[src/design/wsa_pkg.sv]
// Shared types and constants of windowed_sensor_average.
// No dependencies; used by wsa_front, wsa_back, the top level and the checker.
`default_nettype none

package wsa_pkg;

    localparam int WINDOW_DEPTH_DEF = 16;

    localparam int TEMP_W  = 12;
    localparam int HUM_W   = 10;
    localparam int LIGHT_W = 10;
    localparam int COUNT_W = 5;

    localparam int S_TDATA_W = 40;
    localparam int M_TDATA_W = 48;

    typedef enum logic {
        OP_PUSH  = 1'b0,
        OP_CLEAR = 1'b1
    } op_t;

    // Last member sits in the lowest bits, matching the tdata packing.
    typedef struct packed {
        logic [LIGHT_W-1:0]       light_sample;
        logic                     hum_ok;
        logic [HUM_W-1:0]         hum_sample;
        logic                     temp_ok;
        logic signed [TEMP_W-1:0] temp_sample;
    } slot_t;

    typedef struct packed {
        op_t   op;
        slot_t slot;
    } cmd_t;

    typedef struct packed {
        logic [COUNT_W-1:0]       fill_count;
        logic [COUNT_W-1:0]       hum_count;
        logic [COUNT_W-1:0]       temp_count;
        logic [LIGHT_W-1:0]       light_average;
        logic [HUM_W-1:0]         hum_average;
        logic signed [TEMP_W-1:0] temp_average;
    } result_t;

    localparam int SLOT_W   = $bits(slot_t);
    localparam int RESULT_W = $bits(result_t);

endpackage

`default_nettype wire

[src/design/wsa_ram.sv]
// Generic single-write, single-read RAM with registered read data.
// No dependencies.
`default_nettype none

module wsa_ram #(
    parameter int WIDTH = 8,
    parameter int DEPTH = 16
) (
    input  wire logic                     clk,
    input  wire logic                     we,
    input  wire logic [$clog2(DEPTH)-1:0] waddr,
    input  wire logic [WIDTH-1:0]         wdata,
    input  wire logic [$clog2(DEPTH)-1:0] raddr,
    output logic      [WIDTH-1:0]         rdata
);

    logic [WIDTH-1:0] mem [DEPTH];

    always_ff @(posedge clk)
    begin
        if (we)
        begin
            mem[waddr] <= wdata;
        end
        rdata <= mem[raddr];
    end

endmodule

`default_nettype wire

[src/design/wsa_div.sv]
// Serial restoring divider, one quotient bit per cycle.
// No package dependencies; used by wsa_back.
`default_nettype none

module wsa_div #(
    parameter int DIVIDEND_W = 16,
    parameter int DIVISOR_W  = 5
) (
    input  wire logic                  clk,
    input  wire logic                  rst_n,
    input  wire logic                  start,
    input  wire logic [DIVIDEND_W-1:0] dividend,
    input  wire logic [DIVISOR_W-1:0]  divisor,
    output logic                       done,
    output logic      [DIVIDEND_W-1:0] quotient
);

    localparam int STEP_W = $clog2(DIVIDEND_W + 1);

    logic                  run_reg,  run_next;
    logic                  done_reg, done_next;
    logic [STEP_W-1:0]     step_reg, step_next;
    logic [DIVIDEND_W-1:0] quo_reg,  quo_next;
    logic [DIVISOR_W-1:0]  rem_reg,  rem_next;
    logic [DIVISOR_W-1:0]  den_reg,  den_next;
    logic [DIVISOR_W:0]    trial;
    logic [DIVISOR_W:0]    diff;
    logic                  fits;

    assign trial = {rem_reg, quo_reg[DIVIDEND_W-1]};
    assign diff  = trial - {1'b0, den_reg};
    assign fits  = trial >= {1'b0, den_reg};

    always_comb
    begin
        run_next  = run_reg;
        done_next = 1'b0;
        step_next = step_reg;
        quo_next  = quo_reg;
        rem_next  = rem_reg;
        den_next  = den_reg;
        if (start)
        begin
            run_next  = 1'b1;
            step_next = STEP_W'(DIVIDEND_W);
            quo_next  = dividend;
            rem_next  = '0;
            den_next  = divisor;
        end
        else if (run_reg)
        begin
            quo_next  = {quo_reg[DIVIDEND_W-2:0], fits};
            rem_next  = fits ? diff[DIVISOR_W-1:0] : trial[DIVISOR_W-1:0];
            step_next = step_reg - STEP_W'(1);
            if (step_reg == STEP_W'(1))
            begin
                run_next  = 1'b0;
                done_next = 1'b1;
            end
        end
    end

    always_ff @(posedge clk or negedge rst_n)
    begin
        if (!rst_n)
        begin
            run_reg  <= 1'b0;
            done_reg <= 1'b0;
            step_reg <= '0;
        end
        else
        begin
            run_reg  <= run_next;
            done_reg <= done_next;
            step_reg <= step_next;
        end
    end

    always_ff @(posedge clk)
    begin
        quo_reg <= quo_next;
        rem_reg <= rem_next;
        den_reg <= den_next;
    end

    assign done     = done_reg;
    assign quotient = quo_reg;

endmodule

`default_nettype wire

[src/design/wsa_front.sv]
// Input side: accepts transactions, decodes the op and queues commands.
// Depends on wsa_pkg.
`default_nettype none

module wsa_front (
    input  wire logic           clk,
    input  wire logic           rst_n,
    input  wire logic           s_tvalid,
    output logic                s_tready,
    input  wire logic           s_tuser,
    input  wire wsa_pkg::slot_t s_slot,
    output logic                q_valid,
    output wsa_pkg::cmd_t       q_data,
    input  wire logic           q_pop
);

    localparam int QDEPTH = 2;
    localparam int QA_W   = $clog2(QDEPTH);
    localparam int QC_W   = $clog2(QDEPTH + 1);

    wsa_pkg::cmd_t    q_mem [QDEPTH];
    wsa_pkg::cmd_t    cmd_in;
    logic [QA_W-1:0]  wr_ptr_reg, wr_ptr_next;
    logic [QA_W-1:0]  rd_ptr_reg, rd_ptr_next;
    logic [QC_W-1:0]  cnt_reg,    cnt_next;
    logic             push;
    logic             pop;

    // Classify: tuser carries the op code.
    always_comb
    begin
        cmd_in.op   = wsa_pkg::op_t'(s_tuser);
        cmd_in.slot = s_slot;
    end

    assign s_tready = cnt_reg != QC_W'(QDEPTH);
    assign q_valid  = cnt_reg != '0;
    assign push     = s_tvalid && s_tready;
    assign pop      = q_pop && q_valid;
    assign q_data   = q_mem[rd_ptr_reg];

    always_comb
    begin
        wr_ptr_next = push ? wr_ptr_reg + QA_W'(1) : wr_ptr_reg;
        rd_ptr_next = pop  ? rd_ptr_reg + QA_W'(1) : rd_ptr_reg;
        cnt_next    = cnt_reg + QC_W'(push) - QC_W'(pop);
    end

    always_ff @(posedge clk or negedge rst_n)
    begin
        if (!rst_n)
        begin
            wr_ptr_reg <= '0;
            rd_ptr_reg <= '0;
            cnt_reg    <= '0;
        end
        else
        begin
            wr_ptr_reg <= wr_ptr_next;
            rd_ptr_reg <= rd_ptr_next;
            cnt_reg    <= cnt_next;
        end
    end

    always_ff @(posedge clk)
    begin
        if (push)
        begin
            q_mem[wr_ptr_reg] <= cmd_in;
        end
    end

endmodule

`default_nettype wire

[src/design/wsa_back.sv]
// Execution side: window storage, running sums, shared divider, result register.
// Depends on wsa_pkg, wsa_ram and wsa_div.
`default_nettype none

module wsa_back #(
    parameter int WINDOW_DEPTH = wsa_pkg::WINDOW_DEPTH_DEF
) (
    input  wire logic          clk,
    input  wire logic          rst_n,
    input  wire logic          q_valid,
    input  wire wsa_pkg::cmd_t q_data,
    output logic               q_pop,
    output logic               m_tvalid,
    input  wire logic          m_tready,
    output wsa_pkg::result_t   m_result
);

    localparam int TEMP_W  = wsa_pkg::TEMP_W;
    localparam int HUM_W   = wsa_pkg::HUM_W;
    localparam int LIGHT_W = wsa_pkg::LIGHT_W;
    localparam int COUNT_W = wsa_pkg::COUNT_W;
    localparam int SLOT_W  = wsa_pkg::SLOT_W;
    localparam int PTR_W   = $clog2(WINDOW_DEPTH);
    localparam int CNT_W   = $clog2(WINDOW_DEPTH + 1);
    localparam int TSUM_W  = TEMP_W + CNT_W;
    localparam int HSUM_W  = HUM_W + CNT_W;
    localparam int LSUM_W  = LIGHT_W + CNT_W;
    localparam int DIV_W   = TSUM_W - 1;

    typedef enum logic [2:0] {
        S_IDLE,
        S_UPD,
        S_START,
        S_WAIT,
        S_EMIT
    } state_t;

    typedef enum logic [1:0] {
        SEL_TEMP,
        SEL_HUM,
        SEL_LIGHT
    } sel_t;

    state_t                   state_reg, state_next;
    sel_t                     sel_reg,   sel_next;
    logic [PTR_W-1:0]         ptr_reg,   ptr_next;
    logic                     full_reg,  full_next;
    logic signed [TSUM_W-1:0] tsum_reg,  tsum_next;
    logic [HSUM_W-1:0]        hsum_reg,  hsum_next;
    logic [LSUM_W-1:0]        lsum_reg,  lsum_next;
    logic [CNT_W-1:0]         tcnt_reg,  tcnt_next;
    logic [CNT_W-1:0]         hcnt_reg,  hcnt_next;
    logic                     out_valid_reg, out_valid_next;

    wsa_pkg::slot_t           slot_reg;
    logic [TEMP_W-1:0]        tavg_reg;
    logic [HUM_W-1:0]         havg_reg;
    logic [LIGHT_W-1:0]       lavg_reg;
    wsa_pkg::result_t         out_reg;

    logic [SLOT_W-1:0]        old_raw;
    wsa_pkg::slot_t           old_slot;
    logic                     ram_we;
    logic                     take;
    logic                     out_free;
    logic [CNT_W-1:0]         fill;
    logic                     drop_t;
    logic                     drop_h;
    logic [TSUM_W-1:0]        t_old_ext;
    logic [TSUM_W-1:0]        t_new_ext;
    logic [TSUM_W-1:0]        t_mag_full;
    logic                     t_neg;
    logic                     div_start;
    logic                     div_done;
    logic [DIV_W-1:0]         div_dividend;
    logic [CNT_W-1:0]         div_divisor;
    logic [DIV_W-1:0]         div_quo;
    logic [TEMP_W-1:0]        q_temp;

    wsa_ram #(
        .WIDTH (SLOT_W),
        .DEPTH (WINDOW_DEPTH)
    ) u_ram (
        .clk   (clk),
        .we    (ram_we),
        .waddr (ptr_reg),
        .wdata (slot_reg),
        .raddr (ptr_reg),
        .rdata (old_raw)
    );

    wsa_div #(
        .DIVIDEND_W (DIV_W),
        .DIVISOR_W  (CNT_W)
    ) u_div (
        .clk      (clk),
        .rst_n    (rst_n),
        .start    (div_start),
        .dividend (div_dividend),
        .divisor  (div_divisor),
        .done     (div_done),
        .quotient (div_quo)
    );

    assign old_slot = old_raw;
    assign q_pop    = (state_reg == S_IDLE) && q_valid;
    assign take     = q_pop;
    assign ram_we   = state_reg == S_UPD;
    assign out_free = !out_valid_reg || m_tready;
    assign fill     = full_reg ? CNT_W'(WINDOW_DEPTH) : CNT_W'(ptr_reg);
    assign drop_t   = full_reg && old_slot.temp_ok;
    assign drop_h   = full_reg && old_slot.hum_ok;

    assign t_old_ext = {{(TSUM_W-TEMP_W){old_slot.temp_sample[TEMP_W-1]}},
                        old_slot.temp_sample};
    assign t_new_ext = {{(TSUM_W-TEMP_W){slot_reg.temp_sample[TEMP_W-1]}},
                        slot_reg.temp_sample};

    // Magnitude never reaches the most negative code, so DIV_W bits hold it.
    assign t_neg      = tsum_reg[TSUM_W-1];
    assign t_mag_full = t_neg ? -tsum_reg : tsum_reg;
    assign q_temp     = div_quo[TEMP_W-1:0];

    always_comb
    begin
        case (sel_reg)
            SEL_TEMP:
            begin
                div_dividend = t_mag_full[DIV_W-1:0];
                div_divisor  = tcnt_reg;
            end
            SEL_HUM:
            begin
                div_dividend = DIV_W'(hsum_reg);
                div_divisor  = hcnt_reg;
            end
            SEL_LIGHT:
            begin
                div_dividend = DIV_W'(lsum_reg);
                div_divisor  = fill;
            end
            default:
            begin
                div_dividend = '0;
                div_divisor  = '0;
            end
        endcase
    end

    always_comb
    begin
        state_next     = state_reg;
        sel_next       = sel_reg;
        ptr_next       = ptr_reg;
        full_next      = full_reg;
        tsum_next      = tsum_reg;
        hsum_next      = hsum_reg;
        lsum_next      = lsum_reg;
        tcnt_next      = tcnt_reg;
        hcnt_next      = hcnt_reg;
        out_valid_next = out_valid_reg && !m_tready;
        div_start      = 1'b0;
        case (state_reg)
            S_IDLE:
            begin
                if (take)
                begin
                    if (q_data.op == wsa_pkg::OP_CLEAR)
                    begin
                        ptr_next   = '0;
                        full_next  = 1'b0;
                        tsum_next  = '0;
                        hsum_next  = '0;
                        lsum_next  = '0;
                        tcnt_next  = '0;
                        hcnt_next  = '0;
                        sel_next   = SEL_TEMP;
                        state_next = S_START;
                    end
                    else
                    begin
                        state_next = S_UPD;
                    end
                end
            end
            S_UPD:
            begin
                // Retire the overwritten slot, then add the new one.
                tsum_next = tsum_reg - (drop_t ? t_old_ext : '0)
                          + (slot_reg.temp_ok ? t_new_ext : '0);
                hsum_next = hsum_reg - (drop_h ? HSUM_W'(old_slot.hum_sample) : '0)
                          + (slot_reg.hum_ok ? HSUM_W'(slot_reg.hum_sample) : '0);
                lsum_next = lsum_reg - (full_reg ? LSUM_W'(old_slot.light_sample) : '0)
                          + LSUM_W'(slot_reg.light_sample);
                tcnt_next = tcnt_reg - CNT_W'(drop_t) + CNT_W'(slot_reg.temp_ok);
                hcnt_next = hcnt_reg - CNT_W'(drop_h) + CNT_W'(slot_reg.hum_ok);
                if (ptr_reg == PTR_W'(WINDOW_DEPTH - 1))
                begin
                    ptr_next  = '0;
                    full_next = 1'b1;
                end
                else
                begin
                    ptr_next = ptr_reg + PTR_W'(1);
                end
                sel_next   = SEL_TEMP;
                state_next = S_START;
            end
            S_START:
            begin
                div_start  = 1'b1;
                state_next = S_WAIT;
            end
            S_WAIT:
            begin
                if (div_done)
                begin
                    case (sel_reg)
                        SEL_TEMP:
                        begin
                            sel_next   = SEL_HUM;
                            state_next = S_START;
                        end
                        SEL_HUM:
                        begin
                            sel_next   = SEL_LIGHT;
                            state_next = S_START;
                        end
                        default:
                        begin
                            state_next = S_EMIT;
                        end
                    endcase
                end
            end
            S_EMIT:
            begin
                if (out_free)
                begin
                    out_valid_next = 1'b1;
                    state_next     = S_IDLE;
                end
            end
            default:
            begin
                state_next = S_IDLE;
            end
        endcase
    end

    always_ff @(posedge clk or negedge rst_n)
    begin
        if (!rst_n)
        begin
            state_reg     <= S_IDLE;
            sel_reg       <= SEL_TEMP;
            ptr_reg       <= '0;
            full_reg      <= 1'b0;
            tsum_reg      <= '0;
            hsum_reg      <= '0;
            lsum_reg      <= '0;
            tcnt_reg      <= '0;
            hcnt_reg      <= '0;
            out_valid_reg <= 1'b0;
            out_reg       <= '0;
        end
        else
        begin
            state_reg     <= state_next;
            sel_reg       <= sel_next;
            ptr_reg       <= ptr_next;
            full_reg      <= full_next;
            tsum_reg      <= tsum_next;
            hsum_reg      <= hsum_next;
            lsum_reg      <= lsum_next;
            tcnt_reg      <= tcnt_next;
            hcnt_reg      <= hcnt_next;
            out_valid_reg <= out_valid_next;
            if ((state_reg == S_EMIT) && out_free)
            begin
                out_reg.temp_average  <= tavg_reg;
                out_reg.hum_average   <= havg_reg;
                out_reg.light_average <= lavg_reg;
                out_reg.temp_count    <= COUNT_W'(tcnt_reg);
                out_reg.hum_count     <= COUNT_W'(hcnt_reg);
                out_reg.fill_count    <= COUNT_W'(fill);
            end
        end
    end

    always_ff @(posedge clk)
    begin
        if (take)
        begin
            slot_reg <= q_data.slot;
        end
        if ((state_reg == S_WAIT) && div_done)
        begin
            case (sel_reg)
                SEL_TEMP:
                begin
                    if (tcnt_reg == '0)
                    begin
                        tavg_reg <= '0;
                    end
                    else
                    begin
                        tavg_reg <= t_neg ? -q_temp : q_temp;
                    end
                end
                SEL_HUM:
                begin
                    havg_reg <= (hcnt_reg == '0) ? '0 : div_quo[HUM_W-1:0];
                end
                default:
                begin
                    lavg_reg <= (fill == '0) ? '0 : div_quo[LIGHT_W-1:0];
                end
            endcase
        end
    end

    assign m_tvalid = out_valid_reg;
    assign m_result = out_reg;

endmodule

`default_nettype wire

[src/design/windowed_sensor_average.sv]
// Top level of windowed_sensor_average: moving averages over a sample window.
// Depends on wsa_pkg, wsa_front and wsa_back.
//
//  channel  | direction | handshake          | payload
//  ---------+-----------+--------------------+-------------------------------------
//  s_*      | in        | s_tvalid/s_tready  | s_tdata sample set, s_tuser op
//  m_*      | out       | m_tvalid/m_tready  | m_tdata averages and counts
//
// Each item runs through the single serial divider, which produces the three quotients,
// each DIV_W = 11 + clog2(WINDOW_DEPTH + 1) bits wide, one after the other, one bit per
// cycle. The front queue holds two transactions, so up to two more are accepted while
// the back works or while a result waits on m_tready. Reset clears sums, counts,
// pointer and queue at once; slot storage is never cleared, as a slot is read only
// after being written.
`default_nettype none

module windowed_sensor_average #(
    parameter int WINDOW_DEPTH = wsa_pkg::WINDOW_DEPTH_DEF
) (
    input  wire logic                          clk,
    input  wire logic                          rst_n,
    input  wire logic                          s_tvalid,
    output logic                               s_tready,
    // temp_sample[11:0], temp_ok[12], hum_sample[22:13], hum_ok[23],
    // light_sample[33:24], zero fill [39:34]
    input  wire logic [wsa_pkg::S_TDATA_W-1:0] s_tdata,
    // op[0]: push or clear
    input  wire logic                          s_tuser,
    output logic                               m_tvalid,
    input  wire logic                          m_tready,
    // temp_average[11:0], hum_average[21:12], light_average[31:22],
    // temp_count[36:32], hum_count[41:37], fill_count[46:42], zero fill [47]
    output logic      [wsa_pkg::M_TDATA_W-1:0] m_tdata
);

    wsa_pkg::slot_t   s_slot;
    wsa_pkg::cmd_t    q_data;
    wsa_pkg::result_t m_result;
    logic             q_valid;
    logic             q_pop;

    // Drop the byte padding; the sample fields sit in the low bits.
    assign s_slot = s_tdata[wsa_pkg::SLOT_W-1:0];

    // Front: accept transactions and queue decoded commands.
    wsa_front u_front (
        .clk      (clk),
        .rst_n    (rst_n),
        .s_tvalid (s_tvalid),
        .s_tready (s_tready),
        .s_tuser  (s_tuser),
        .s_slot   (s_slot),
        .q_valid  (q_valid),
        .q_data   (q_data),
        .q_pop    (q_pop)
    );

    // Back: update the window, divide, hold the result until taken.
    wsa_back #(
        .WINDOW_DEPTH (WINDOW_DEPTH)
    ) u_back (
        .clk      (clk),
        .rst_n    (rst_n),
        .q_valid  (q_valid),
        .q_data   (q_data),
        .q_pop    (q_pop),
        .m_tvalid (m_tvalid),
        .m_tready (m_tready),
        .m_result (m_result)
    );

    // Pad the result out to whole bytes.
    assign m_tdata = {{(wsa_pkg::M_TDATA_W - wsa_pkg::RESULT_W){1'b0}}, m_result};

endmodule

`default_nettype wire

[config.mk]
export PLATFORM = sky130hd
export DESIGN_NAME = windowed_sensor_average
export DESIGN_NICKNAME = d
export VERILOG_FILES = /design/src/design/wsa_pkg.sv /design/src/design/wsa_ram.sv /design/src/design/wsa_div.sv /design/src/design/wsa_front.sv /design/src/design/wsa_back.sv /design/src/design/windowed_sensor_average.sv
export SDC_FILE = /design/constraint.sdc
export NUM_CORES = 1
export LEC_CHECK = 0
export ABC_AREA = 1
export BUFFER_PORTS_ARGS = -buffer_cell sky130_fd_sc_hd__buf_4
export CORE_MARGIN = 1
export CORE_UTILIZATION = 52
export CTS_CLUSTER_DIAMETER = 200
export DETAILED_ROUTE_END_ITERATION = 12
export GPL_ROUTABILITY_DRIVEN = 0
export MAX_ROUTING_LAYER = met4
export PLACE_DENSITY = 0.68
export SYNTH_ARGS = -nofsm -noshare
export SYNTH_HDL_FRONTEND = slang
export SYNTH_SLANG_ARGS = --single-unit
[constraint.sdc]
create_clock -name clk -period 5.78 [get_ports clk]
set_input_delay 0.867 -clock clk [delete_from_list [all_inputs] [get_ports clk]]
set_output_delay 0.867 -clock clk [all_outputs]
set_load 0.005 [all_outputs]
; ---- Word level (Yosys, flattened, before mapping)
; Memories as Yosys holds them, arrays and structs flattened. A register that Yosys moved wholly into a read port is not among the register bits.
; Index checks and enable logic that the tools add are counted.
; Widths: inputs -> output; s select.
[classes]
n_addsub = 19
order_cmp = 1
n_eq_ne = 15
n_mux = 58
n_bitwise = 1
n_reduce_logical = 28
[op_table]
columns = cell, n
row1 = $mux 17, 4
row2 = $pmux 15 s2, 2
row3 = $mux 16, 3
row4 = $pmux 16 s3, 1
row5 = $pmux 17 s2, 1
row6 = $mux 10, 3
row7 = $mux 15, 2
row8 = $mux 5, 6
row9 = $sub 15x15->15, 2
row10 = $pmux 5 s2, 2
row11 = $add 17x17->17, 1
row12 = $sub 17x17->17, 1
row13 = $mux 1, 16
row14 = $neg 16->16, 1
row15 = $add 15x10->15, 1
row16 = $add 15x15->15, 1
row17 = $logic_not 5->1, 3
row18 = $pmux 3 s5, 1
row19 = $pmux 5 s3, 1
row20 = $mux 12, 1
row21 = $mux 3, 4
row22 = $mux 4, 3
row23 = $neg 12->12, 1
row24 = $add 5x1->5, 2
row25 = other kinds (36), 59
[word_totals]
reg_bits = 218
ramBits = 614
input_bits = 45
output_inout_bits = 50
word_cells = 157
mem_count = 2
[mem_list]
columns = name, depth, word_bits, read_ports, rd_clocked_by_memory_dff, write_ports, line_no
row1 = u_back.u_ram.mem, 16, 34, 1, 1, 1, wsa_ram.sv:17  ; logic [WIDTH-1:0] mem [DEPTH];
row2 = u_front.q_mem, 2, 35, 1, 0, 1, wsa_front.sv:21  ; wsa_pkg::cmd_t q_mem [QDEPTH];

; ---- Longest topological paths before layout
[logic_depth]
ltp_word = 5
depth_mapped = 17
depth_no_buf = 15

; ---- Hierarchy
; Synthesis repeated with hierarchy kept, for this count alone.
[unflattened]
cells_unflattened = 4250
hier_area_um2 = 40535.1
[modules_own_cells]
columns = mod, instances, cells_each, area_each_um2
row1 = wsa_ram, 1, 2250, 23940.5
row2 = wsa_back, 1, 1604, 12080.3
row3 = wsa_front, 1, 214, 2854.0
row4 = wsa_div, 1, 180, 1649.1
row5 = windowed_sensor_average, 1, 2, 11.3

; ---- Least setup slack after synthesis
; OpenSTA, ideal clock, no wires.
[synth_path]
path_kind = flip-flop to flip-flop
from = register u_back.ptr_reg[2]
to = memory u_back.u_ram.mem[11][0] (netlist name) (enable)
setup_time_ps = 467
arrival_ps = 3314
required_time_ps = 5313
slack_ps = 1998
path_stages_with_launch = 5
period_less_slack_ps = 3782
path_cell_list = dfrtp_1 clkbuf_1 nor2_1 inv_1 nor3_1
[synth_lines]
columns = item, line_no
row1 = "start, declared", wsa_back.sv:46  ; logic [PTR_W-1:0] ptr_reg, ptr_next;
row2 = "start signal, assigned", wsa_back.sv:271  ; ptr_reg <= ptr_next;
row3 = "end, declared", wsa_ram.sv:17
; No word-level cell before the write port.

; ---- Worst setup path after layout
[layout_path]
from = register u_back.ptr_reg[1]
to = memory u_back.u_ram.mem[12][23] (netlist name) (enable)
; No word-level cell before the write port.

==> run summary <==
LAYOUT
--------------------------------------------------------------------------------------
Layout Nets                                                                       3708
Most flops, register                                                      u_back.u_ram.mem
Leading cell types in the layout, fill and taps excluded                  nand2_1 (782), edfxtp_1 (701), nor2_1 (390)
Leading cell type in the layout, fill and taps excluded                        nand2_1
Flip-flop count of the largest register, all copies and words added                544
Area of all sequential standard cells                                       0.0250 mm²
Number of fillers in the final layout                                             5860
Fraction of layout cells with a size suffix above 1                              8.83%
Synthesis-to-finish area growth                                                  12.0%
Multi-input combinational cell area                                         0.0109 mm²
Final Instance Area                                                         0.0423 mm²

PWR
--------------------------------------------------------------------------------------
Power density normalized to cell area                                       507 mW/mm²
Portion of total power attributed to the clock network                           26.6%
Internal Dissipation                                                           13.4 mW
Overall power consumption                                                      21.4 mW
Leakage component of the power                                                 16.8 nW
Combinational group share of total power                                         34.2%
VDD IR max                                                                  0.000348 V
Sw Ratio                                                                         37.7%
Relative contribution of sequential cells to total power                         39.3%
Net switching power                                                            8.08 mW

WORST SETUP PATH
--------------------------------------------------------------------------------------
Crit Path Max Fanout                                                                92
Largest incremental delay on the critical path                                 0.86 ns
Cell-by-cell listing of the critical path                                 inv_4 > ha_1 > nand2_1 > nor2_4 > buf_4
Critical Path RT                                                               6.08 ns
Startpoint of the most critical register-to-register path                 u_back.ptr_reg[1]
Library cell contributing the largest single delay on the critical path        dfrtp_4
Element type at the critical path end                                             flop
Kind of critical path                                                     flop to flop
WP buf/inv                                                                           2
Critical path's top delay family                                          buffers and inverters
Type of element launching the critical path                                       flop
Critical Path Start                                                       u_back.ptr_reg[1]
Arrival time of the worst setup path                                           4.02 ns

FLOORPLAN
--------------------------------------------------------------------------------------
Placeable core region                                                       0.0716 mm²
Full die area                                                               0.0736 mm²
Die width                                                                       271 µm
Site row count                                                                      98
Initial core utilization                                                         52.7%
I/O pin cnt                                                                         95
Die height                                                                      271 µm

ROUTING
--------------------------------------------------------------------------------------
Post-Route WL                                                                  90.7 mm
Per-cell routed wire length                                                    19.8 µm
Detailed router's first-iteration violation count                                 2804
Routed met1 length                                                             38.7 mm
Routed wl met2                                                                 42.9 mm
Vias/cell                                                                         5.54
Total via count in the routed design                                             25300
Number of nets still failing antenna checks after routing                            0
Number of detailed-route iterations in the first pass                                5
Routed wl met3                                                                 6.84 mm
Highest Signal Layer                                                              met4
Drt drc                                                                              0

STA
--------------------------------------------------------------------------------------
Maximum clock frequency                                                      0.269 GHz
Setup Total Neg Slack                                                             0 ns
Shortest clock period the worst path allows after layout                       3.72 ns
Setup violations, final                                                              0
Relative slew margins                                                            18.5%
Setup repair after global routing missed its margin                              false
Worst Clk Skew                                                               0.0361 ns
Least-Margin Pin Slew                                                          1.22 ns
Number of hold violations in the final report                                        0
Final Slew Violations                                                                0
Ratio of final minimum period to clock period                                    64.4%

GLOBAL ROUTING
--------------------------------------------------------------------------------------
Antenna violations before repair                                                     0
Global router's overall resource usage                                           25.5%
First-pass GRT wire length                                                      140 mm
Maximum number of pins on one net before global-route repair                       123
Via count of the first global-routing pass                                       24200
Grt total ovfl                                                                       0

SYNTHESIS
--------------------------------------------------------------------------------------
Proportion of synthesized flip-flops having asynchronous set or reset            14.5%
Sequential area share after synthesis                                            66.2%
Post-synthesis cell count                                                         3479
Post-Syn Nets                                                                     3638
Post-synthesis average cell area                                              10.8 µm²
Synth cell types                                                                    43
Cell Area, Synth                                                            0.0377 mm²
Register bit total from synthesis                                                  866
EDFF count, synth                                                                  701
Leading register cell type out of synthesis                                   edfxtp_1
Yosys warning count                                                                  0

CLOCK NETWORK
--------------------------------------------------------------------------------------
Number of buffers added by the clock tree synthesis step                            87
CTS Hold Bufs                                                                        0
Root Buffer                                                                  clkbuf_16
Clk pin slew, worst setup/hold paths                                           0.06 ns
TritonCTS clock tree                                                               yes
Deepest level of the CTS H-tree                                                      3
Post CTS Setup Buffer Count                                                          0
Buffers from clock root to sink, at most                                             3
Count of clock tree sinks                                                          866
Number of gates resized after CTS                                                    0
Clock Latency Late Sink                                                        0.66 ns

JOB
--------------------------------------------------------------------------------------
Reported max-cap violation count                                                     0

PLACED DESIGN
--------------------------------------------------------------------------------------
Placed instance area                                                        0.0394 mm²
Detailed Place HPWL                                                            54.6 mm
# port buffers                                                                      87

HOLD PATH
--------------------------------------------------------------------------------------
Type of the tightest min-delay check                                      primary input to async pin

RUN STATUS
--------------------------------------------------------------------------------------
Outcome                                                                   finished, final reports clean

[final cells by class]
type	instances	share of cell area [%]
flip-flops and latches	866	59.1
multi-input cells	2122	25.8
clock inverters	46	1.16
inverters	341	3.05
diodes	1	0.00592
well taps	950	2.81
repair buffers	131	2.34
clock buffers	117	5.68
[power by group through the flow]
stage          Sequential [mW]  Clock (mW)  Combinational, mW
2_1_floorplan             8.11           0               5.58
3_3_place_gp              8.51           0               7.10
6_report                  8.42        5.70               7.32
4_1_cts                   8.41        5.77               7.27
5_1_grt                   8.50        6.02               8.30
3_5_place_dp              8.53           0               7.22
[per-layer routing]
layer  GRT usage (%)  vias to the layer above
li1                -                    12000
met1            34.5                    12300
met2            40.3                      914
met3            3.72                      141
met4            7.79                        0
met5               -                        -
[cells in the mapped netlist, types with 4 or more instances]
cell type,count,area share (%)
buf_1,6,0.060
nand3b_1,11,0.22
xor2_1,7,0.16
edfxtp_1,701,56
clkbuf_1,71,0.71
nand4_1,45,0.75
nor2_1,406,4.0
fa_1,39,2.1
buf_2,63,0.84
nand2_1,782,7.8
a21oi_1,54,0.72
o21ai_0,309,4.1
a31oi_1,4,0.066
dfxtp_1,39,2.1
or2_2,10,0.17
dfrtp_1,126,8.4
xnor2_1,13,0.30
buf_6,4,0.12
ha_1,75,2.5
o22ai_1,158,2.6
nor3_1,16,0.21
o221ai_1,7,0.16
and2_1,8,0.13
o21ai_1,56,0.74
inv_2,10,0.099
buf_4,6,0.12
inv_1,330,3.3
nand3_1,101,1.3
[stage by stage]
stage	hold WS (ns)	instances	util, %	setup slack, ns
5_1_grt	0.105	4573	59.0	1.96
3_3_place_gp	0.433	4410	55.0	2.14
3_5_place_dp	0.435	4410	55.0	2.10
6_report	0.0900	4574	59.0	2.06
4_1_cts	0.0746	4573	59.0	2.09
2_1_floorplan	0.421	3479	-	2.00
[cell families (layout without fill, tap and decap cells)]
group,count (synthesis),in the layout,share of synthesized area [%]
simple gates,1388,1388,14.8
buf+inv,491,635,5.23
flops,866,866,66.2
fa+ha+maj,114,114,4.56
other cells,1,2,0.00994
xor+xnor,20,20,0.464
compound gates,599,599,8.67
[worst paths after layout]
check                           slack, ns                  endpoint  cells past startpoint
worst max-delay path                 2.06  u_back.u_ram.mem[12][23]                      5
worst min-delay path                 0.09       u_back.m_result[18]                      1
max in group asynchronous            4.62         u_back.ptr_reg[0]                      2
min in group clk                     0.40      u_front.q_mem[1][26]                      1
worst max register to register       2.06  u_back.u_ram.mem[12][23]                      5
worst min register to register       0.44       u_back.m_result[22]                      2
Note: power is estimated with default switching activity, not from simulation.
